### src/design/jht_ram.sv
// ----------------------------------------------------------------------------
// Generic RAM
// One write port and one read port with registered read data.
// ----------------------------------------------------------------------------
module jht_ram #(
	parameter int WIDTH = 32,
	parameter int DEPTH = 16,
	localparam int AW = $clog2(DEPTH)
) (
	input  logic             clk,
	input  logic             we,
	input  logic [AW-1:0]    waddr,
	input  logic [WIDTH-1:0] wdata,
	input  logic [AW-1:0]    raddr,
	output logic [WIDTH-1:0] rdata
);

	logic [WIDTH-1:0] mem [DEPTH];

	always_ff @(posedge clk) begin
		if (we) begin
			mem[waddr] <= wdata;
		end
		rdata <= mem[raddr];
	end

endmodule

### config.mk
export PLATFORM = sky130hd
export DESIGN_NAME = jht_ram
export DESIGN_NICKNAME = d
export VERILOG_FILES = /design/src/design/jht_ram.sv
export SDC_FILE = /design/constraint.sdc
export NUM_CORES = 1
export LEC_CHECK = 0
export ABC_AREA = 1
export BUFFER_PORTS_ARGS = -buffer_cell sky130_fd_sc_hd__buf_4
export CAP_MARGIN = 20
export CORE_MARGIN = 1.5
export CORE_UTILIZATION = 60
export CTS_BUF_LIST = sky130_fd_sc_hd__clkbuf_4
export DETAILED_ROUTE_END_ITERATION = 10
export GPL_TIMING_DRIVEN = 0
export PLACE_DENSITY = 0.78
export SLEW_MARGIN = 10
export SYNTH_ARGS = -nofsm -noshare
export SYNTH_HDL_FRONTEND = slang
export SYNTH_SLANG_ARGS = --single-unit
### constraint.sdc
create_clock -name clk -period 6.9 [get_ports clk]
set_clock_uncertainty 0.05 [all_clocks]
set_input_delay 1.38 -clock clk [delete_from_list [all_inputs] [get_ports clk]]
set_output_delay 1.38 -clock clk [all_outputs]
set_load 0.02 [all_outputs]
==> impl_summary.txt <==
----------------------------------------------------
[Floorplanning]
  Chip Height ... 197.6 µm
  Core box area ... 37,490 µm²
  Floorplan die area ... 39,060 µm²
  Die Span X ... roughly 200 µm
  Starting density of the core ... 0.6063
  Io pins ... 74
  Row cnt ... 71

[Global route]
  Remaining global-route overflow ... 0
  Pin count of the biggest net entering global routing ... 23
  Antenna violations before repair ... 1
  First-pass GRT wire length ... 90,920 µm
  Vias in the first global route ... between 15,000 and 20,000
  Overall Global Routing Usage ... 0.3199

[Setup path]
  End of the worst register-to-register path ... rdata[18]
  R2R setup slack ... about 5.7 ns
  Kind of launch point of the worst setup path ... flip-flop
  Number of gates on the worst path with buffers counted ... 1
  Slowest-stage cell, CP ... dfxtp_1
  Longest individual stage delay on the worst path ... 0.32 ns
  Class of the most critical setup path ... reg -> out
  Crit end category ... output pin
  Largest delay contributor family on the critical path ... flip-flops
  Max FO, Critical Path ... 1
  Launching point of the worst reg2reg path ... mem[3][18]
  Worst reg2reg path depth ... 6
  Critical-path cell list ... buf_4
  Worst Path Arrival ... 1.26 ns
  Required time reported for the critical path endpoint ... approximately 5.5 ns
  Critical path buffers and inverters ... 1

[Power and ir drop]
  Switching Share ... 0.2345
  Internal power component ... around 0.0054 W
  Total power per unit cell area ... 270.1 nW/µm²
  Flop pwr share ... 0.523
  Leakage power ... 11.47 nW
  Share of power burned in combinational logic ... 0.075
  VDD IR-drop max ... 229.7 µV
  Power dissipated by switching net loads ... between 0.0015 and 0.002 W
  Relative contribution of the clock network to total power ... 0.402

[Layout]
  Area overhead of the layout relative to synthesis ... 15.59%
  Post-layout nets ... between 2,000 and 2,500
  Fraction of layout instances using a drive strength above 1 ... 0.1633
  Most frequent standard cell in the layout excluding fill and tap cells ... nand2_1
  Most used cells in the layout excluding fill and tap cells ... nand2_1, edfxtp_1, inv_1, nand3_1, clkbuf_4

[Clocking]
  Buffer levels on the longest clock path ... 3
  Post-CTS setup buffer count ... 0
  Inserted Clock Buffers ... approximately 140
  Post_cts resized ... 0
  TritonCTS clock tree ... yes
  CTS root buf ... clkbuf_4
  CTS Hold Bufs ... 0
  CTS H-Tree Depth ... 4
  Clock sink count ... 544
  Clock-pin slew on the worst setup and hold paths ... 0.06 ns
  Later-pin clock latency in the skew report ... 0.83 ns

[Logic synthesis]
  Flip-flop and latch count after synthesis ... 544
  Syn Nets ... 2,162
  Netlist area before placement ... between 20,000 and 25,000 µm²
  Warnings, synthesis ... 0
  Sequential share of the synthesized area ... 0.7046
  Yosys top cell area share ... 0.6764
  Mean instance size in the synthesized netlist ... 10.72 µm²
  Top cell type by total area after synthesis ... edfxtp_1
  Number of instances in the synthesized netlist ... 2,120
  Number of distinct library cell variants in the gate-level netlist after synthesis ... 15
  Leading cell types by total area after synthesis ... edfxtp_1, nand2_1, nand3_1

[Worst hold path]
  Startpoint of the tightest hold check path ... mem[10][29]
  Hold/Removal Path Class ... reg -> reg
  Hold Path End ... rdata[29]
  WHS Path Cells ... 6

[STA]
  Setup repair after global routing missed its margin ... no
  Final worst path period share ... 0.3900
  Slew HR ... 0.3368
  Peak clock frequency supported by timing ... 0.3716 GHz
  Max-slew violation total from the final report ... 0
  Setup-violating endpoint count in the final report ... 0
  Accumulated negative setup slack ... 0 ns
  Transition time at the pin with the least slew margin ... 0.9948 ns
  Number of hold violations in the final report ... 0
  Worst-case hold slack ... 0.6076 ns
  Minimum period implied by the final worst setup slack ... 2.691 ns

[Routing]
  Initial DRC count ... 2,052
  Number of design rule violations left after detail routing ... 0
  Routed wire length ... roughly 61,000 µm
  WL per Instance ... slightly above 20 µm
  Post-detailed-route via-to-cell ratio ... 5.553
  DR pass1 iterations ... 6
  Antenna viol nets, final ... 0
  Routed via count ... 16,477

[Placement]
  Half-perimeter wire length after detailed placement ... 37,800 µm
  Quantity of I/O buffers inserted on ports ... slightly above 70
  Placer congestion estimate ... 0.8390

[Run status]
  Outcome ... finished clean

[Run]
  Number of maximum-capacitance violations ... 0

----------------------------------------------------
==> metal layers <==
| metal | global-route usage | vias up | part of all wire |
|---|---|---|---|
| li1 | - | 7388 | - |
| met1 | 0.4012 | 7622 | 0.36 |
| met2 | 0.5116 | 1215 | 0.47 |
| met3 | 0.07461 | 252 | 0.12 |
| met4 | 0.1891 | 0 | 0.055 |
| met5 | 0 | - | 0 |
==> cells by family after synthesis <==
kind of cell	count (synthesis)	synth area share
and+or+nand+nor	1081	0.2000
DFF	544	0.7046
buffers and inverters	495	0.09539
==> worst max-delay path by stage <==
| stage | start | to | slack (ns) |
|---|---|---|---|
| detailed placement | waddr[3] | mem[6][8] | 3.64 |
| global route | rdata[16] | rdata[16] | 4.15 |
| CTS | rdata[15] | rdata[15] | 4.15 |
| global placement | waddr[2] | mem[8][31] | 1.75 |
| floorplan | waddr[2] | mem[10][0] | 3.48 |
| finish | rdata[11] | rdata[11] | 4.21 |
==> cells in the mapped netlist <==
cell type    n
nand2_1    677
buf_4        6
nand3_1    385
dfxtp_1     32
clkbuf_1    14
inv_2        1
buf_1       14
inv_4        1
buf_12       1
buf_6       29
nor2_1      17
nand3b_1     2
inv_1      388
edfxtp_1   512
buf_2       41
==> power by group through the flow <==
stage | combinational (W) | sequential, W | clock [W]
final | 0.000535 | 0.00371 | 0.00285
after global routing | 0.000571 | 0.00372 | 0.00304
after CTS | 0.000524 | 0.00371 | 0.00287
after detailed placement | 0.000520 | 0.00378 | 0
after global placement | 0.000487 | 0.00378 | 0
after floorplan | 0.000252 | 0.00381 | 0
==> per-stage QoR <==
stage          power (W)  area [µm²]  std cells  worst slack (ns)    util
6_report        0.007097       26280       2967             4.209  0.7009
3_3_place_gp    0.004269       23900       2702             1.753  0.6376
5_1_grt         0.007324       26280       2967             4.148  0.7009
4_1_cts         0.007101       26270       2966             4.145  0.7008
2_1_floorplan   0.004061       22730       2120             3.477       -
3_5_place_dp    0.004302       24420       2719             3.642  0.6513
==> state kept, by name (all words and copies together) (netlist names) <==
signal / count
mem: 512
rdata: 32
==> layout make-up <==
type	instances	area (µm²)
flip-flops and latches	544	16020
diodes	1	2.502
multi-input cells	1081	4667
clock inverters	43	325.3
plain buffers	105	701.9
repair buffers	88	925.9
fillers	2553	11210
clock buffers	204	1531
inverters	390	1466
well taps	511	639.4
Note: power is estimated with default switching activity, not from simulation.
