### src/design/jht_pkg.sv
// ----------------------------------------------------------------------------
// Joint hierarchy transform package
// Shared constants, codes, the multiply-accumulate control type and the
// 32-bit saturation helper.
// ----------------------------------------------------------------------------
package jht_pkg;

	localparam int MAX_JOINTS_DEF = 64;
	localparam int FRAC_BITS_DEF  = 16;

	localparam int IN_DATA_W  = 144;
	localparam int OUT_DATA_W = 136;

	typedef enum logic [1:0] {
		REQ_BIND_ROW = 2'd0,
		REQ_ROTATION = 2'd1,
		REQ_POSITION = 2'd2,
		REQ_COMPUTE  = 2'd3
	} req_type_t;

	localparam logic KIND_WORLD = 1'b0;
	localparam logic KIND_FINAL = 1'b1;

	typedef struct packed {
		logic       valid;
		logic       first;
		logic       last;
		logic [3:0] tag;
	} mac_op_t;

	function automatic logic signed [31:0] sat32(input logic signed [63:0] v);
		if (v > 64'sd2147483647) begin
			return 32'sh7fffffff;
		end else if (v < -64'sd2147483648) begin
			return 32'sh80000000;
		end else begin
			return v[31:0];
		end
	endfunction

endpackage

### src/design/jht_mac.sv
// ----------------------------------------------------------------------------
// Joint hierarchy transform multiply-accumulate unit
// Pipelined signed 32x32 multiply, fixed-point truncation toward zero and
// accumulation of a run of products marked by first and last flags.
// ----------------------------------------------------------------------------
module jht_mac #(
	parameter int FRAC_BITS = jht_pkg::FRAC_BITS_DEF
) (
	input  logic                        clk,
	input  logic                        arst_n,
	input  jht_pkg::mac_op_t            op,
	input  logic signed [31:0]          a,
	input  logic signed [31:0]          b,
	output logic                        res_valid,
	output logic [3:0]                  res_tag,
	output logic signed [65-FRAC_BITS:0] res
);
	import jht_pkg::*;

	localparam int TRUNC_W = 64 - FRAC_BITS;
	localparam int ACC_W   = TRUNC_W + 2;

	mac_op_t                    op_s1;
	mac_op_t                    op_s2;
	logic signed [63:0]         prod_s1;
	logic signed [TRUNC_W-1:0]  trunc_s2;
	logic signed [ACC_W-1:0]    acc_q;
	logic                       res_valid_q;
	logic [3:0]                 res_tag_q;
	logic signed [63:0]         shifted;
	logic                       round_up;
	logic signed [TRUNC_W-1:0]  trunc_next;
	logic signed [ACC_W-1:0]    acc_next;

	always_comb begin
		shifted    = prod_s1 >>> FRAC_BITS;
		round_up   = prod_s1[63] && (prod_s1[FRAC_BITS-1:0] != '0);
		trunc_next = TRUNC_W'(shifted + 64'(round_up));
		acc_next   = op_s2.first ? ACC_W'(trunc_s2) : acc_q + ACC_W'(trunc_s2);
	end

	always_ff @(posedge clk or negedge arst_n) begin
		if (!arst_n) begin
			op_s1       <= '0;
			op_s2       <= '0;
			res_valid_q <= 1'b0;
			res_tag_q   <= '0;
		end else begin
			op_s1       <= op;
			op_s2       <= op_s1;
			res_valid_q <= op_s2.valid && op_s2.last;
			res_tag_q   <= op_s2.tag;
		end
	end

	always_ff @(posedge clk) begin
		prod_s1  <= a * b;
		trunc_s2 <= trunc_next;
		if (op_s2.valid) begin
			acc_q <= acc_next;
		end
	end

	assign res_valid = res_valid_q;
	assign res_tag   = res_tag_q;
	assign res       = acc_q;

endmodule

### config.mk
export PLATFORM = sky130hd
export DESIGN_NAME = jht_mac
export DESIGN_NICKNAME = d
export VERILOG_FILES = /design/src/design/jht_pkg.sv /design/src/design/jht_mac.sv
export SDC_FILE = /design/constraint.sdc
export NUM_CORES = 2
export LEC_CHECK = 0
export BUFFER_PORTS_ARGS = -buffer_cell sky130_fd_sc_hd__buf_2
export CAP_MARGIN = 20
export CORE_MARGIN = 5
export CORE_UTILIZATION = 50
export CTS_CLUSTER_DIAMETER = 30
export DETAILED_ROUTE_END_ITERATION = 8
export GPL_ROUTABILITY_DRIVEN = 0
export PLACE_DENSITY_LB_ADDON = 0.15
export SYNTH_ARGS = -nofsm -noshare
export SYNTH_HDL_FRONTEND = slang
export SYNTH_SLANG_ARGS = --single-unit
### constraint.sdc
create_clock -name clk -period 4.32 [get_ports clk]
set_input_delay 0.216 -clock clk [delete_from_list [all_inputs] [get_ports clk]]
set_output_delay 0.216 -clock clk [all_outputs]
set_load 0.02 [all_outputs]
==> flow_summary.json <==
{
  "pin_count": 128,
  "final-hold-violation-count": 0,
  "syn_area_per_cell_um2": 9.53,
  "wl_per_cell_um": 18.4,
  "violations": "setup timing",
  "gr-total-overflow": 0,
  "tritoncts": "done",
  "place_ws_ps": -3210,
  "async_flop_share_pct": 10.5,
  "drtIter0Drc": 1787,
  "start_kind": "input port",
  "syn_area_um2": 44100,
  "die-height_um": 307,
  "clk_pin_slew_worst_paths_ps": 70,
  "holdCritPathClass": "input port to flip-flop",
  "cp-end-kind": "flip-flop",
  "antenna_cells": 0,
  "worst_slew_margin_rel_pct": 51.0,
  "root_buffer": "clkbuf_16",
  "dieArea_um2": 94300,
  "hold_depth": 2,
  "track_usage_pct": 25.0,
  "yosysSeqAreaShare_pct": 9.56,
  "synth_cell_type_count": 67,
  "crit_required_ps": 4640,
  "synth_edf_count": 50,
  "clk_latency_ps": 430,
  "reg2reg_to": "res[46]",
  "setup-violations-final": 55,
  "cts.htree.levels": 4,
  "drive_gt1_share_pct": 20.7,
  "core_um2": 88000,
  "grt_max_degree": 52,
  "worstHoldEndpoint": "prod_s1[0]",
  "syn_to_final_growth_pct": 19.8,
  "max_freq_ghz": 0.146,
  "wirelength_mm": 116,
  "rows": 109,
  "synthCells": 4633,
  "period_needed_ps": 6850,
  "finalClockSkew_ps": 11.1,
  "cts_buffer_depth": 2,
  "rsz0062_at_grt": "yes",
  "outcome": "finished, violations left",
  "path_max_fanout": 7,
  "yosysWarnings": 0,
  "worst_r2r_path_depth": 14,
  "dieWidth_um": 307,
  "worst_slew_pin_slew_ps": 735,
  "criticalPathCategory": "input port to flip-flop",
  "grt_pass1_vias": 34700,
  "mostFrequentLayoutCells": "fa_1 (993), inv_1 (978), nand2_1 (563)",
  "worstHoldStart": "b[0]",
  "tns_ps": -107730,
  "dr_total_vias": 32100,
  "slew_viol_final": 0,
  "synth_nets": 6024,
  "synthFlopType": "dfxtp_1",
  "drc": 0,
  "ant_nets": 0,
  "maxCapViolCount": 0,
  "via_per_inst": 5.12,
  "drt_first_pass_iters": 5,
  "nNetsFinal": 6488,
  "antenna_found_initial": 1,
  "fin_crit_sh_pct": 158,
  "port-buffer-count": 127,
  "initial_core_util_pct": 50.2,
  "n_fill_cell": 7434,
  "clock-sinks": 181,
  "grt_pass1_wl_mm": 189,
  "layout_commonest_cell": "fa_1",
  "setup_ws_ps": -2530,
  "numCtsBuffers": 17,
  "r2r_setup_slack_ps": 660,
  "dp_hpwl_mm": 97.8,
  "r2r-start": "res[0]",
  "cp.arrival_ps": 7170,
  "ys_ff_latch": 181
}
-- through the flow --
stage               cells  instance area (µm²)  hold WS, ps  utilization, %
floorplan            4633                45300        -79.6               -
global placement     6140                49500          174            56.2
detailed placement   6140                49500          174            56.2
CTS                  6242                51900          122            59.0
global route         6275                52900          130            60.1
finish               6275                52900          135            60.1
-- cells in the mapped netlist (all sizes together), types with 6 or more instances --
master | n | share of area, %
a211oi | 11 | 0.23
a21o | 54 | 0.92
a21oi | 113 | 1.3
a31oi | 10 | 0.17
and2 | 539 | 7.6
and3 | 24 | 0.34
clkbuf | 216 | 1.8
dfrtp | 19 | 1.1
dfxtp | 112 | 5.1
edfxtp | 50 | 3.4
fa | 1083 | 49
ha | 235 | 6.7
inv | 1015 | 8.6
nand2 | 588 | 5.0
nand2b | 26 | 0.37
nand3 | 46 | 0.52
nand4 | 26 | 0.37
nor2 | 75 | 0.64
nor2b | 8 | 0.11
nor3 | 14 | 0.17
nor4 | 6 | 0.085
o211ai | 6 | 0.10
o21a | 9 | 0.15
o21ai | 98 | 1.1
o21bai | 16 | 0.28
o31ai | 9 | 0.22
xnor2 | 106 | 2.1
xor2 | 52 | 1.0
-- final cells by class --
| type | count | area, µm² | area share (%) |
|---|---|---|---|
| inverter | 1016 | 3820 | 7.22 |
| multi-input combinational | 3215 | 36700 | 69.5 |
| clock inverter | 12 | 126 | 0.239 |
| timing repair buffer | 666 | 6020 | 11.4 |
| tap | 1165 | 1460 | 2.76 |
| clock buffer | 20 | 500 | 0.946 |
| sequential | 181 | 4220 | 7.98 |
-- how the worst max path moves through the flow --
stage,startpoint,end,cells after the start
floorplan,a[30],prod_s1[63],26
global placement,b[3],prod_s1[56],23
detailed placement,b[3],prod_s1[63],27
CTS,b[10],prod_s1[63],27
global route,b[15],prod_s1[61],29
finish,a[21],prod_s1[56],25
-- sequential cells by signal, summed over array words and instances, names as in the netlist --
signal	flops
res_valid	1
res_tag	4
op_s2	7
prod_s1	64
op_s1	7
trunc_s2	48
res	50
-- logic make-up (layout without fill, tap and decap cells) --
kind of cell,count (synthesis),count (layout),synth area share [%]
AND/OR/NAND/NOR,1371,1371,15.6
buffers and inverters,1237,1714,10.5
multiplexers,5,5,0.128
adder cells (fa/ha/maj),1318,1318,55.8
XOR/XNOR,158,158,3.13
flip-flops,181,181,9.56
AO/OA/AOI/OAI,363,363,5.32
-- routing by layer --
| metal | wire length, µm | GRT usage (%) |
|---|---|---|
| met5 | 13 | 0 |
| met1 | 55000 | 38.8 |
| met3 | 7860 | 3.64 |
| met2 | 51400 | 38.5 |
| met4 | 1550 | 3.70 |
-- timing repair --
action,in CTS,in global routing
setup endpoints to repair,56,56
resized for setup,337,186
endpoints found under the hold margin,26,0
pin swaps,170,143
buffers inserted,74,35
hold buffers,8,0
cloned,2,4
-- critical path, cell delays in order --
cell     delay (ps)
buf_8           120
buf_6           130
and2_4          150
fa_1            510
fa_2            580
inv_1            60
fa_2            390
fa_1            540
inv_1            50
fa_1            480
fa_1            490
fa_1            560
inv_2            60
fa_1            560
inv_2            50
ha_4            280
nand2_1          60
or3_1           370
a211o_1         310
a211o_1         340
a21o_4          270
o21ai_2         130
nand2_1          70
o31a_1          240
xnor2_1         120
Power is not shown: default switching activity piles up to over one toggle a cycle in this logic, so the estimate is an artifact.
